### config.mk
export PLATFORM = sky130hd
export DESIGN_NAME = vmcbu_seq
export DESIGN_NICKNAME = d
export VERILOG_FILES = /design/src/hw/rtl/vmcbu_pkg.sv /design/src/hw/rtl/vmcbu_seq.sv
export VERILOG_INCLUDE_DIRS = /design/src /design/src/hw/rtl
export SDC_FILE = /design/constraint.sdc
export NUM_CORES = 1
export LEC_CHECK = 0
export ABC_AREA = 1
export BUFFER_PORTS_ARGS = -buffer_cell sky130_fd_sc_hd__buf_2
export CAP_MARGIN = 40
export CORE_ASPECT_RATIO = 0.6
export CORE_MARGIN = 4
export CORE_UTILIZATION = 48
export DETAILED_ROUTE_END_ITERATION = 6
export PLACE_DENSITY = 0.77
export RECOVER_POWER = 100
export SKIP_CTS_REPAIR_TIMING = 1
export SLEW_MARGIN = 5
export SYNTH_ARGS = -nofsm -noshare
export SYNTH_HDL_FRONTEND = slang
export SYNTH_SLANG_ARGS = --single-unit
export TNS_END_PERCENT = 100
### constraint.sdc
create_clock -name clk -period 3.9 [get_ports clk]
set_clock_uncertainty 0.1 [all_clocks]
set_input_delay 0.78 -clock clk [delete_from_list [all_inputs] [get_ports clk]]
set_output_delay 0.78 -clock clk [all_outputs]
set_load 0.01 [all_outputs]
### src/hw/rtl/vm_conditional_branch_unit_defines.svh
// assertion macros used by the branch unit sequencer rtl
// expects clk and rst_n in the scope of each use
`ifndef VM_CONDITIONAL_BRANCH_UNIT_DEFINES_SVH
`define VM_CONDITIONAL_BRANCH_UNIT_DEFINES_SVH

// same-cycle implication, off during reset
`define VMCBU_ASSERT_NOW(lbl, ante, cons, msg) \
  lbl: assert property (@(posedge clk) disable iff (!rst_n) (ante) |-> (cons)) \
    else $error(msg);

// next-cycle implication, off during reset
`define VMCBU_ASSERT_NEXT(lbl, ante, cons, msg) \
  lbl: assert property (@(posedge clk) disable iff (!rst_n) (ante) |=> (cons)) \
    else $error(msg);

`endif

### src/hw/rtl/vmcbu_pkg.sv
// types, codes and helpers of the conditional branch unit
// no dependencies
package vmcbu_pkg;

  localparam int unsigned DATA_BYTES_DEF = 65536;

  localparam logic CMD_WRITE = 1'b0;
  localparam logic CMD_JUMP  = 1'b1;

  localparam logic [1:0] MODE_IMM     = 2'd0;
  localparam logic [1:0] MODE_DIRECT  = 2'd1;
  localparam logic [1:0] MODE_IND_VAL = 2'd2;
  localparam logic [1:0] MODE_IND_TGT = 2'd3;

  localparam logic [1:0] SIZE_BYTE  = 2'd0;
  localparam logic [1:0] SIZE_HALF  = 2'd1;
  localparam logic [1:0] SIZE_WORD  = 2'd2;
  localparam logic [1:0] SIZE_DWORD = 2'd3;

  // fall-through instruction lengths
  localparam logic [3:0] FALL_LEN [4] = '{4'd4, 4'd5, 4'd7, 4'd11};
  localparam logic [3:0] FALL_LEN_IND = 4'd5;

  typedef struct packed {
    logic        cmd;
    logic [1:0]  mode;
    logic [1:0]  size;
    logic [15:0] pc;
    logic [15:0] target;
    logic [63:0] operand;
    logic [15:0] write_addr;
    logic [7:0]  write_byte;
  } in_item_t;

  typedef struct packed {
    logic [15:0] next_pc;
    logic        taken;
  } out_item_t;

  typedef struct packed {
    logic        en;
    logic [15:0] addr;
    logic [7:0]  data;
  } mem_wr_t;

  typedef struct packed {
    logic        en;
    logic [15:0] addr;
  } mem_rd_t;

  // address modulo depth, for addresses below 256 times depth, by greedy subtraction of depth shifted down from 2^7
  function automatic logic [15:0] wrap_addr(input logic [15:0] a, input int unsigned depth);
    logic [16:0] r;
    logic [16:0] step;
    r = {1'b0, a};
    for (int k = 7; k >= 0; k--) begin
      step = 17'(depth) << k;
      if (step != 17'd0 && r >= step) begin
        r = r - step;
      end
    end
    return r[15:0];
  endfunction

endpackage

### src/hw/rtl/vmcbu_seq.sv
// jump sequencer: walks pointer, target and value bytes through the data memory
// depends on vmcbu_pkg and the assertion macro header
`include "vm_conditional_branch_unit_defines.svh"

module vmcbu_seq #(
  parameter int unsigned DATA_BYTES = vmcbu_pkg::DATA_BYTES_DEF
) (
  input  logic                 clk,
  input  logic                 rst_n,
  input  logic                 go,
  input  vmcbu_pkg::in_item_t  item,
  input  logic [15:0]          code_offset,
  output logic                 busy,
  output vmcbu_pkg::mem_rd_t   rd,
  input  logic [7:0]           rd_data,
  output logic                 out_valid,
  output vmcbu_pkg::out_item_t out_item
);
  import vmcbu_pkg::*;

  localparam int unsigned AW = $clog2(DATA_BYTES);

  typedef enum logic [2:0] {
    S_IDLE, S_SETUP, S_PTR, S_PTR_HI, S_TGT, S_VAL, S_DRAIN, S_DONE
  } state_t;

  state_t      state_r;
  state_t      tag_st_r;
  logic        tag_vld_r;
  logic [2:0]  tag_idx_r;
  logic [2:0]  cnt_r;
  logic [AW-1:0] addr_r;
  logic [1:0]  mode_r;
  logic [1:0]  size_r;
  logic [15:0] pc_r;
  logic [15:0] target_r;
  logic [15:0] opaddr_r;
  logic [15:0] ptr_r;
  logic [15:0] dest_r;
  logic        nz_r;
  logic        out_valid_r;
  out_item_t   out_item_r;

  logic        rd_en;
  logic        imm_nz;
  logic [2:0]  last_idx;
  logic [15:0] op_w;
  logic [15:0] tgt_w;
  logic [15:0] ptr_w;
  logic [3:0]  fall_len;
  logic [AW-1:0] addr_inc;

  assign rd_en    = (state_r == S_PTR) || (state_r == S_TGT) || (state_r == S_VAL);
  assign last_idx = 3'((4'd1 << size_r) - 4'd1);
  assign op_w     = wrap_addr(opaddr_r, DATA_BYTES);
  assign tgt_w    = wrap_addr(target_r, DATA_BYTES);
  // pointer high byte forwarded straight from the read port
  assign ptr_w    = wrap_addr({rd_data, ptr_r[7:0]}, DATA_BYTES);
  assign addr_inc = (addr_r == AW'(DATA_BYTES - 1)) ? '0 : addr_r + 1'b1;
  assign fall_len = (mode_r == MODE_IMM) ? FALL_LEN[size_r] : FALL_LEN_IND;

  always_comb begin
    case (item.size)
      SIZE_BYTE: imm_nz = |item.operand[7:0];
      SIZE_HALF: imm_nz = |item.operand[15:0];
      SIZE_WORD: imm_nz = |item.operand[31:0];
      default:   imm_nz = |item.operand;
    endcase
  end

  always_ff @(posedge clk) begin
    if (!rst_n) begin
      state_r     <= S_IDLE;
      tag_vld_r   <= 1'b0;
      out_valid_r <= 1'b0;
    end else begin
      out_valid_r <= (state_r == S_DONE);
      tag_vld_r   <= rd_en;
      tag_st_r    <= state_r;
      tag_idx_r   <= cnt_r;

      // returning read data
      if (tag_vld_r) begin
        case (tag_st_r)
          S_PTR: begin
            if (tag_idx_r[0]) ptr_r[15:8] <= rd_data;
            else              ptr_r[7:0]  <= rd_data;
          end
          S_TGT: begin
            if (tag_idx_r[0]) dest_r[15:8] <= rd_data;
            else              dest_r[7:0]  <= rd_data;
          end
          S_VAL:   nz_r <= nz_r | (rd_data != 8'd0);
          default: ;
        endcase
      end

      case (state_r)
        S_IDLE: begin
          if (go) begin
            mode_r   <= item.mode;
            size_r   <= item.size;
            pc_r     <= item.pc;
            target_r <= item.target;
            opaddr_r <= item.operand[15:0];
            dest_r   <= item.target;
            cnt_r    <= 3'd0;
            if (item.mode == MODE_IMM) begin
              nz_r    <= imm_nz;
              state_r <= S_DONE;
            end else begin
              nz_r    <= 1'b0;
              state_r <= S_SETUP;
            end
          end
        end
        S_SETUP: begin
          cnt_r <= 3'd0;
          case (mode_r)
            MODE_DIRECT: begin
              addr_r  <= op_w[AW-1:0];
              state_r <= S_VAL;
            end
            MODE_IND_VAL: begin
              addr_r  <= op_w[AW-1:0];
              state_r <= S_PTR;
            end
            MODE_IND_TGT: begin
              addr_r  <= tgt_w[AW-1:0];
              state_r <= S_TGT;
            end
            default: state_r <= S_DONE;
          endcase
        end
        S_PTR: begin
          addr_r <= addr_inc;
          if (cnt_r[0]) begin
            cnt_r   <= 3'd0;
            state_r <= S_PTR_HI;
          end else begin
            cnt_r <= cnt_r + 3'd1;
          end
        end
        S_PTR_HI: begin
          addr_r  <= ptr_w[AW-1:0];
          cnt_r   <= 3'd0;
          state_r <= S_VAL;
        end
        S_TGT: begin
          if (cnt_r[0]) begin
            addr_r  <= op_w[AW-1:0];
            cnt_r   <= 3'd0;
            state_r <= S_VAL;
          end else begin
            addr_r <= addr_inc;
            cnt_r  <= cnt_r + 3'd1;
          end
        end
        S_VAL: begin
          if (cnt_r == last_idx) begin
            state_r <= S_DRAIN;
          end else begin
            addr_r <= addr_inc;
            cnt_r  <= cnt_r + 3'd1;
          end
        end
        S_DRAIN: state_r <= S_DONE;
        S_DONE: begin
          out_item_r.taken   <= nz_r;
          out_item_r.next_pc <= nz_r ? code_offset + dest_r : pc_r + 16'(fall_len);
          state_r            <= S_IDLE;
        end
        default: state_r <= S_IDLE;
      endcase
    end
  end

  assign busy      = (state_r != S_IDLE);
  assign rd.en     = rd_en;
  assign rd.addr   = 16'(addr_r);
  assign out_valid = out_valid_r;
  assign out_item  = out_item_r;

  `VMCBU_ASSERT_NOW(a_go_idle, go, state_r == S_IDLE, "jump started while sequencer busy")
  `VMCBU_ASSERT_NEXT(a_done_strobe, state_r == S_DONE, out_valid_r, "no strobe after done")
  `VMCBU_ASSERT_NOW(a_strobe_src, out_valid_r, $past(state_r) == S_DONE, "strobe without done")
  `VMCBU_ASSERT_NOW(a_tag_follows, tag_vld_r, $past(rd_en), "read data tagged without a read")
  `VMCBU_ASSERT_NOW(a_val_count, state_r == S_VAL, cnt_r <= last_idx, "value byte count overrun")

endmodule

==> results.toml, run 1 <==
[worst_setup_path]
path_cells = "nor2_1 -> nand2_1 -> nand2_1 -> inv_1 -> nand2_1 -> nor2_8 -> inv_1 -> a211oi_1 -> a21oi_1"
cp-start-kind = "flip-flop"
endpoint_kind = "flip-flop"
critical_path_class = "reg -> reg"
critical_path_required_ns = 3.94
worst-path-max-fanout = 19
path_buf_inv = 2
crit_cells = 9
crit_top_cell = "nand2_1"
arrival_ns = 3.40
cp_top_family = "simple AND/OR/NAND/NOR gates"
slowest_stage = "a211oi_1"
critPathMaxStageDelay_ns = 0.62
ff2ff_path_depth = 9

[logic_synthesis]
ys_seq_area_frac = 0.512
syn_nets = 953
synth_flop_cell = "edfxtp_1"
yosys.cell_types.count = 44
synth_async_sr_flop_share = 0
yosysTopAreaCell = "edfxtp_1"
synthCells = 777
yosys-top-cells-area = "edfxtp_1 50%, nand2_1 7.9%, nor2_1 6.2%, o21ai_0 4.0%, ha_1 3.9%"
yosys_warnings = 0
synth_enable_flop_cells = 117
syn_area_per_cell_um2 = 9.09
synth_top_cell_area_share = 0.498
syn-cell-area_um2 = 7060
synth-seq-cells = 122

[clock_network]
clkSlewWorstSetupHoldPaths_ns = 0.07
clk_latency_ns = 0.42
htree_num_levels = 4
numClockSinks = 122
tritoncts = "built"
cts_root_buf = "clkbuf_16"
numCtsBuffers = 17
clockBufferDepth = 2

[route]
num_vias = 6459
vias_per_cell = 5.58
drc = 0
drt_wl_total_um = 21800
wl_per_cell_um = 18.8
drt-pass1-iter-count = 5
drt-initial-drc-count = 756
detail-route-antenna-nets = 0

[placed_design]
placed_area_um2 = 8090
hpwlAfterDp_um = 16700
gp_congestion = 1.00
port_buffers = 162

[floorplanning]
start_util = 0.488
die_y_um = 102
die_w_um = 165
core_um2 = 14500
fp-row-count = 34
pin_count = 188
die-area_um2 = 16800

[global_routing]
grt_usage = 0.257
antenna_found_initial = 2
grt_max_degree = 37
grt_pass1_wl_um = 32100
gr-total-overflow = 0
grt_pass1_vias = 5777

[timing]
tightest_slew_ns = 1.41
slew_headroom = 0.0582
tns_ns = 0
timing.final.crit_period_ns = 3.35
rsz0062_at_grt = "no"
finalSetupViolCount = 0
hold_viol = 0
min_period_over_period = 0.860
slew_viol_final = 0
max_freq_mhz = 298

[pwr]
ir_drop_mv = 0.399
powerDensity_nw_per_um2 = 675
p_leak_nw = 3.51

[finish]
final_cell_mix = "151 x nand2_1, 117 x edfxtp_1, 116 x nor2_1"
multi_input_area_um2 = 3070
fillers = 1313
ff_latch_area_um2 = 3610
final_area_um2 = 8540
antenna_cells = 0
final_nets = 1123
area_growth_pct = 20.9
drive_gt1_frac = 0.147
final_common_cell = "nand2_1"

[run]
max_cap_violations = 0

[min_path]
hold_path_depth = 1
hold_class = "in -> reg"

[outcome]
outcome = "finished clean"
-- final cells by class --
cell class / count / area share
Inverter: 71 / 0.0312
Clock buffer: 17 / 0.0498
Sequential cell: 122 / 0.423
Clock inverter: 15 / 0.0201
Multi-Input combinational cell: 566 / 0.359
Timing Repair Buffer: 169 / 0.0874
Tap cell: 198 / 0.0290
-- Yosys cell counts (2+ instances only) --
cell type and count:
mux2i_1 8, a221oi_1 6, o21bai_1 5, nor2_1 117
buf_2 7, o2111ai_1 5, nor2_2 2, nand2_2 4
edfxtp_1 117, xnor2_1 6, nand4_1 21, ha_1 22
fa_1 2, dfxtp_1 5, clkbuf_1 5, o211ai_1 6
a31oi_1 3, buf_6 3, inv_1 65, a211oi_1 9
xor2_1 10, nand3_1 46, mux2_2 7, nand2_1 148
inv_2 5, nand3b_1 3, nor4_1 6, a21o_1 3
or2_2 2, nor3_1 9, a21oi_1 46, a221oi_2 3
o21ai_2 2, buf_4 3, o21ai_0 57
-- flip-flops by register name, summed over array words and instances (netlist names) --
| name | count |
|---|---|
| out_item | 17 |
| addr_r | 16 |
| dest_r | 16 |
| op_w | 16 |
| pc_r | 16 |
| target_r | 16 |
| ptr_r | 8 |
| cnt_r | 3 |
| state_r | 3 |
| tag_st_r | 3 |
| mode_r | 2 |
| size_r | 2 |
| nz_r | 1 |
| out_valid | 1 |
| tag_idx_r | 1 |
| tag_vld_r | 1 |
-- cell families (layout without fill, tap and decap cells) --
group                      after synthesis  after routing  share of synthesized area
DFF                                    122            122                      0.512
xor gates and xnor gates                16             16                     0.0199
AOI/OAI and AO/OA                      149            149                      0.127
buffers and inverters                   89            272                     0.0533
adders and majority gates               24             24                     0.0447
muxes                                   15             15                     0.0225
and+or+nand+nor                        362            362                      0.221
-- per-layer routing --
layer,global-route usage,up-vias,share of wire
met4,0.0735,8,0.019
li1,-,3084,-
met2,0.343,388,0.39
met3,0.0879,44,0.14
met1,0.389,2935,0.45
met5,0.0597,-,0.0076
-- worst paths after layout --
kind	startpoint	to	slack, ns
hold reg to reg	state_r[0]	tag_st_r[0]	0.44
setup / recovery	state_r[1]	addr_r[5]	0.55
setup reg to reg	state_r[1]	addr_r[5]	0.55
hold / removal	item[109]	pc_r[5]	0.43
-- through the flow --
stage               total power, W  hold WS [ns]  cells  utilization  worst slack (ns)
floorplan                  0.00350         0.309    777            -             0.875
global placement           0.00411         0.430   1126        0.559              1.09
detailed placement         0.00416         0.429   1126        0.559              1.01
CTS                        0.00577         0.411   1158        0.601             0.994
global route               0.00610         0.412   1158        0.590             0.385
finish                     0.00576         0.426   1158        0.590             0.546
-- power breakdown --
| group | internal [W] | leakage, nW | switching (W) | total (W) |
|---|---|---|---|---|
| Combinational | 0.000673 | 2.09 | 0.00133 | 0.00200 |
| Clock | 0.000916 | 0.292 | 0.000682 | 0.00160 |
| Sequential | 0.00186 | 1.13 | 0.000306 | 0.00216 |
| Total | 0.00344 | 3.51 | 0.00232 | 0.00576 |
(Power assumes the default switching activity.)
==> run 2, diff against run 1 <==
--- a/config.mk
+++ b/config.mk
@@ -6,7 +6,6 @@
 export SDC_FILE = /design/constraint.sdc
 export NUM_CORES = 1
 export LEC_CHECK = 0
-export ABC_AREA = 1
 export BUFFER_PORTS_ARGS = -buffer_cell sky130_fd_sc_hd__buf_2
 export CAP_MARGIN = 40
 export CORE_ASPECT_RATIO = 0.6
@@ -14,7 +13,7 @@
 export CORE_UTILIZATION = 48
 export DETAILED_ROUTE_END_ITERATION = 6
 export PLACE_DENSITY = 0.77
-export RECOVER_POWER = 100
+export RECOVER_POWER = 50
 export SKIP_CTS_REPAIR_TIMING = 1
 export SLEW_MARGIN = 5
 export SYNTH_ARGS = -nofsm -noshare
==> run 2 against run 1 <==
Sequential cell count stayed put. Count of clock-buffer cells in the layout stayed put. Clock power is 5% lower. Power fell by 17%. Worst setup slack better by 0.26 ns. Utilization grew 1.7 points. Critical endpoint is now rd[16]. Largest cell class unchanged. Highest routed layer unchanged.
==> results.toml, run 2 <==
[outcome]
outcome = "finished clean"

[logic_synthesis]
synthCells = 655
synth_flop_cell = "edfxtp_1"
yosys-top-cells-count = "117 x edfxtp_1, 82 x nand2_1, 70 x a21oi_1"
synth_top_cell_area_share = 0.509
syn_area_per_cell_um2 = 10.5
synth.most_common_cell = "edfxtp_1"
yosys-top-cells-area = "edfxtp_1 51%, a21oi_1 5.1%, nand2_1 4.5%, ha_1 4.0%, mux2i_1 3.5%"
yosys.cell_types.count = 64
synth_enable_flop_cells = 117
ys_seq_area_frac = 0.524
synth-seq-cells = 122
yosys_warnings = 0
syn_nets = 831
yosysTopAreaCell = "edfxtp_1"
syn-cell-area_um2 = 6900
synth_async_sr_flop_share = 0

[worst_setup_path]
r2r_start = "mode_r[0]"
ff2ff_path_depth = 10
rr_endpoint = "out_item[7]"
critical_path_required_ns = 3.02
worst-path-max-fanout = 17
cp-start-kind = "flip-flop"
arrival_ns = 2.22
slowest_stage = "dfxtp_1"
endpoint_kind = "primary output"
path_buf_inv = 1
critPathMaxStageDelay_ns = 0.72
cp_top_family = "simple AND/OR/NAND/NOR gates"
r2r_slack_ns = 0.89
critical_path_class = "reg -> out"
path_cells = "nor2b_1 -> nand2b_1 -> nand2_1 -> buf_2"

[timing]
tns_ns = 0
slew_headroom = 0.168
timing.final.crit_period_ns = 3.10
rsz0062_at_grt = "no"
tightest_slew_ns = 1.25
max_freq_mhz = 323
min_period_over_period = 0.794
slew_viol_final = 0
fin_worst_hold_slack_ns = 0.422
finalSetupViolCount = 0
hold_viol = 0

[floorplanning]
pin_count = 188
start_util = 0.497
die_y_um = 101
die-area_um2 = 16400
core_um2 = 13900
fp-row-count = 33
die_w_um = 163

[finish]
final_common_cell = "edfxtp_1"
largest_reg_flops = 17
fillers = 1180
ff_latch_area_um2 = 3610
final_cell_mix = "117 x edfxtp_1, 88 x buf_2, 82 x nand2_1"
multi_input_area_um2 = 3130
area_growth_pct = 22.1
antenna_cells = 0
final_nets = 1000
drive_gt1_frac = 0.173

[placed_design]
port_buffers = 162
gp_congestion = 0.917
hpwlAfterDp_um = 14900

[clock_network]
clockBufferDepth = 2
numCtsBuffers = 17
clkSlewWorstSetupHoldPaths_ns = 0.06
cts_root_buf = "clkbuf_16"
htree_num_levels = 4
clk_latency_ns = 0.43
numClockSinks = 122
tritoncts = "built"

[global_routing]
grt_pass1_wl_um = 30400
gr-total-overflow = 0
antenna_found_initial = 1
grt_pass1_vias = 5831
grt_usage = 0.243
grt_max_degree = 36

[min_path]
hold_path_depth = 1
hp-start = "item[113]"
hold_class = "in -> reg"
hold_end = "pc_r[9]"

[route]
num_vias = 6103
drt-initial-drc-count = 842
drt-pass1-iter-count = 5
vias_per_cell = 5.93
detail-route-antenna-nets = 0
wl_per_cell_um = 19.5
drc = 0
drt_wl_total_um = 20100

[run]
max_cap_violations = 0

[pwr]
powerDensity_nw_per_um2 = 569
p_leak_nw = 3.16
ir_drop_mv = 0.274
-- run 2: report_power, final --
part / internal (W) / switching (W)
Sequential: 0.00170 / 0.000186
Combinational: 0.000546 / 0.000843
Clock: 0.000886 / 0.000636
Total: 0.00313 / 0.00166
-- run 2: worst max-delay path by stage --
stage / from / end / slack (ns) / cells past startpoint
floorplan: state_r[0] / mode_r[0] / 0.98 / 4
global placement: code_offset[0] / out_item[13] / 0.98 / 10
detailed placement: code_offset[0] / out_item[13] / 0.94 / 10
CTS: state_r[1] / rd[16] / 0.94 / 4
global route: mode_r[0] / out_item[7] / 0.59 / 10
finish: state_r[1] / rd[16] / 0.80 / 4
-- run 2: stage by stage --
stage          utilization  setup slack (ns)  cells  instance area [µm²]  power (W)
2_1_floorplan            -             0.976    655                 6900    0.00282
3_3_place_gp         0.573             0.981    995                 7950    0.00323
3_5_place_dp         0.574             0.937    997                 7970    0.00327
4_1_cts              0.615             0.938   1029                 8540    0.00480
5_1_grt              0.607             0.588   1029                 8430    0.00503
6_report             0.607             0.802   1029                 8430    0.00480
-- run 2: layout make-up --
| class | instances | share of cell area |
|---|---|---|
| well taps | 192 | 0.0285 |
| clock buffers | 17 | 0.0505 |
| clock inverters | 15 | 0.0168 |
| multi-input cells | 494 | 0.371 |
| flip-flops and latches | 122 | 0.429 |
| inverters | 11 | 0.00490 |
| repair buffers | 178 | 0.0992 |
-- run 2: cells by family after synthesis --
family / count (synthesis) / synth area share
mux: 26 / 0.0381
simple gates: 223 / 0.158
buf+inv: 39 / 0.0234
fa+ha+maj: 24 / 0.0457
flops: 122 / 0.524
xor+xnor: 41 / 0.0521
compound gates: 180 / 0.159
-- run 2: per-layer routing --
metal / GRT usage / vias up / wire length (µm)
li1: - / 2810 / -
met1: 0.329 / 2831 / 8240
met2: 0.364 / 407 / 8710
met3: 0.0944 / 53 / 2650
met4: 0.0773 / 2 / 448
met5: 0 / - / 13
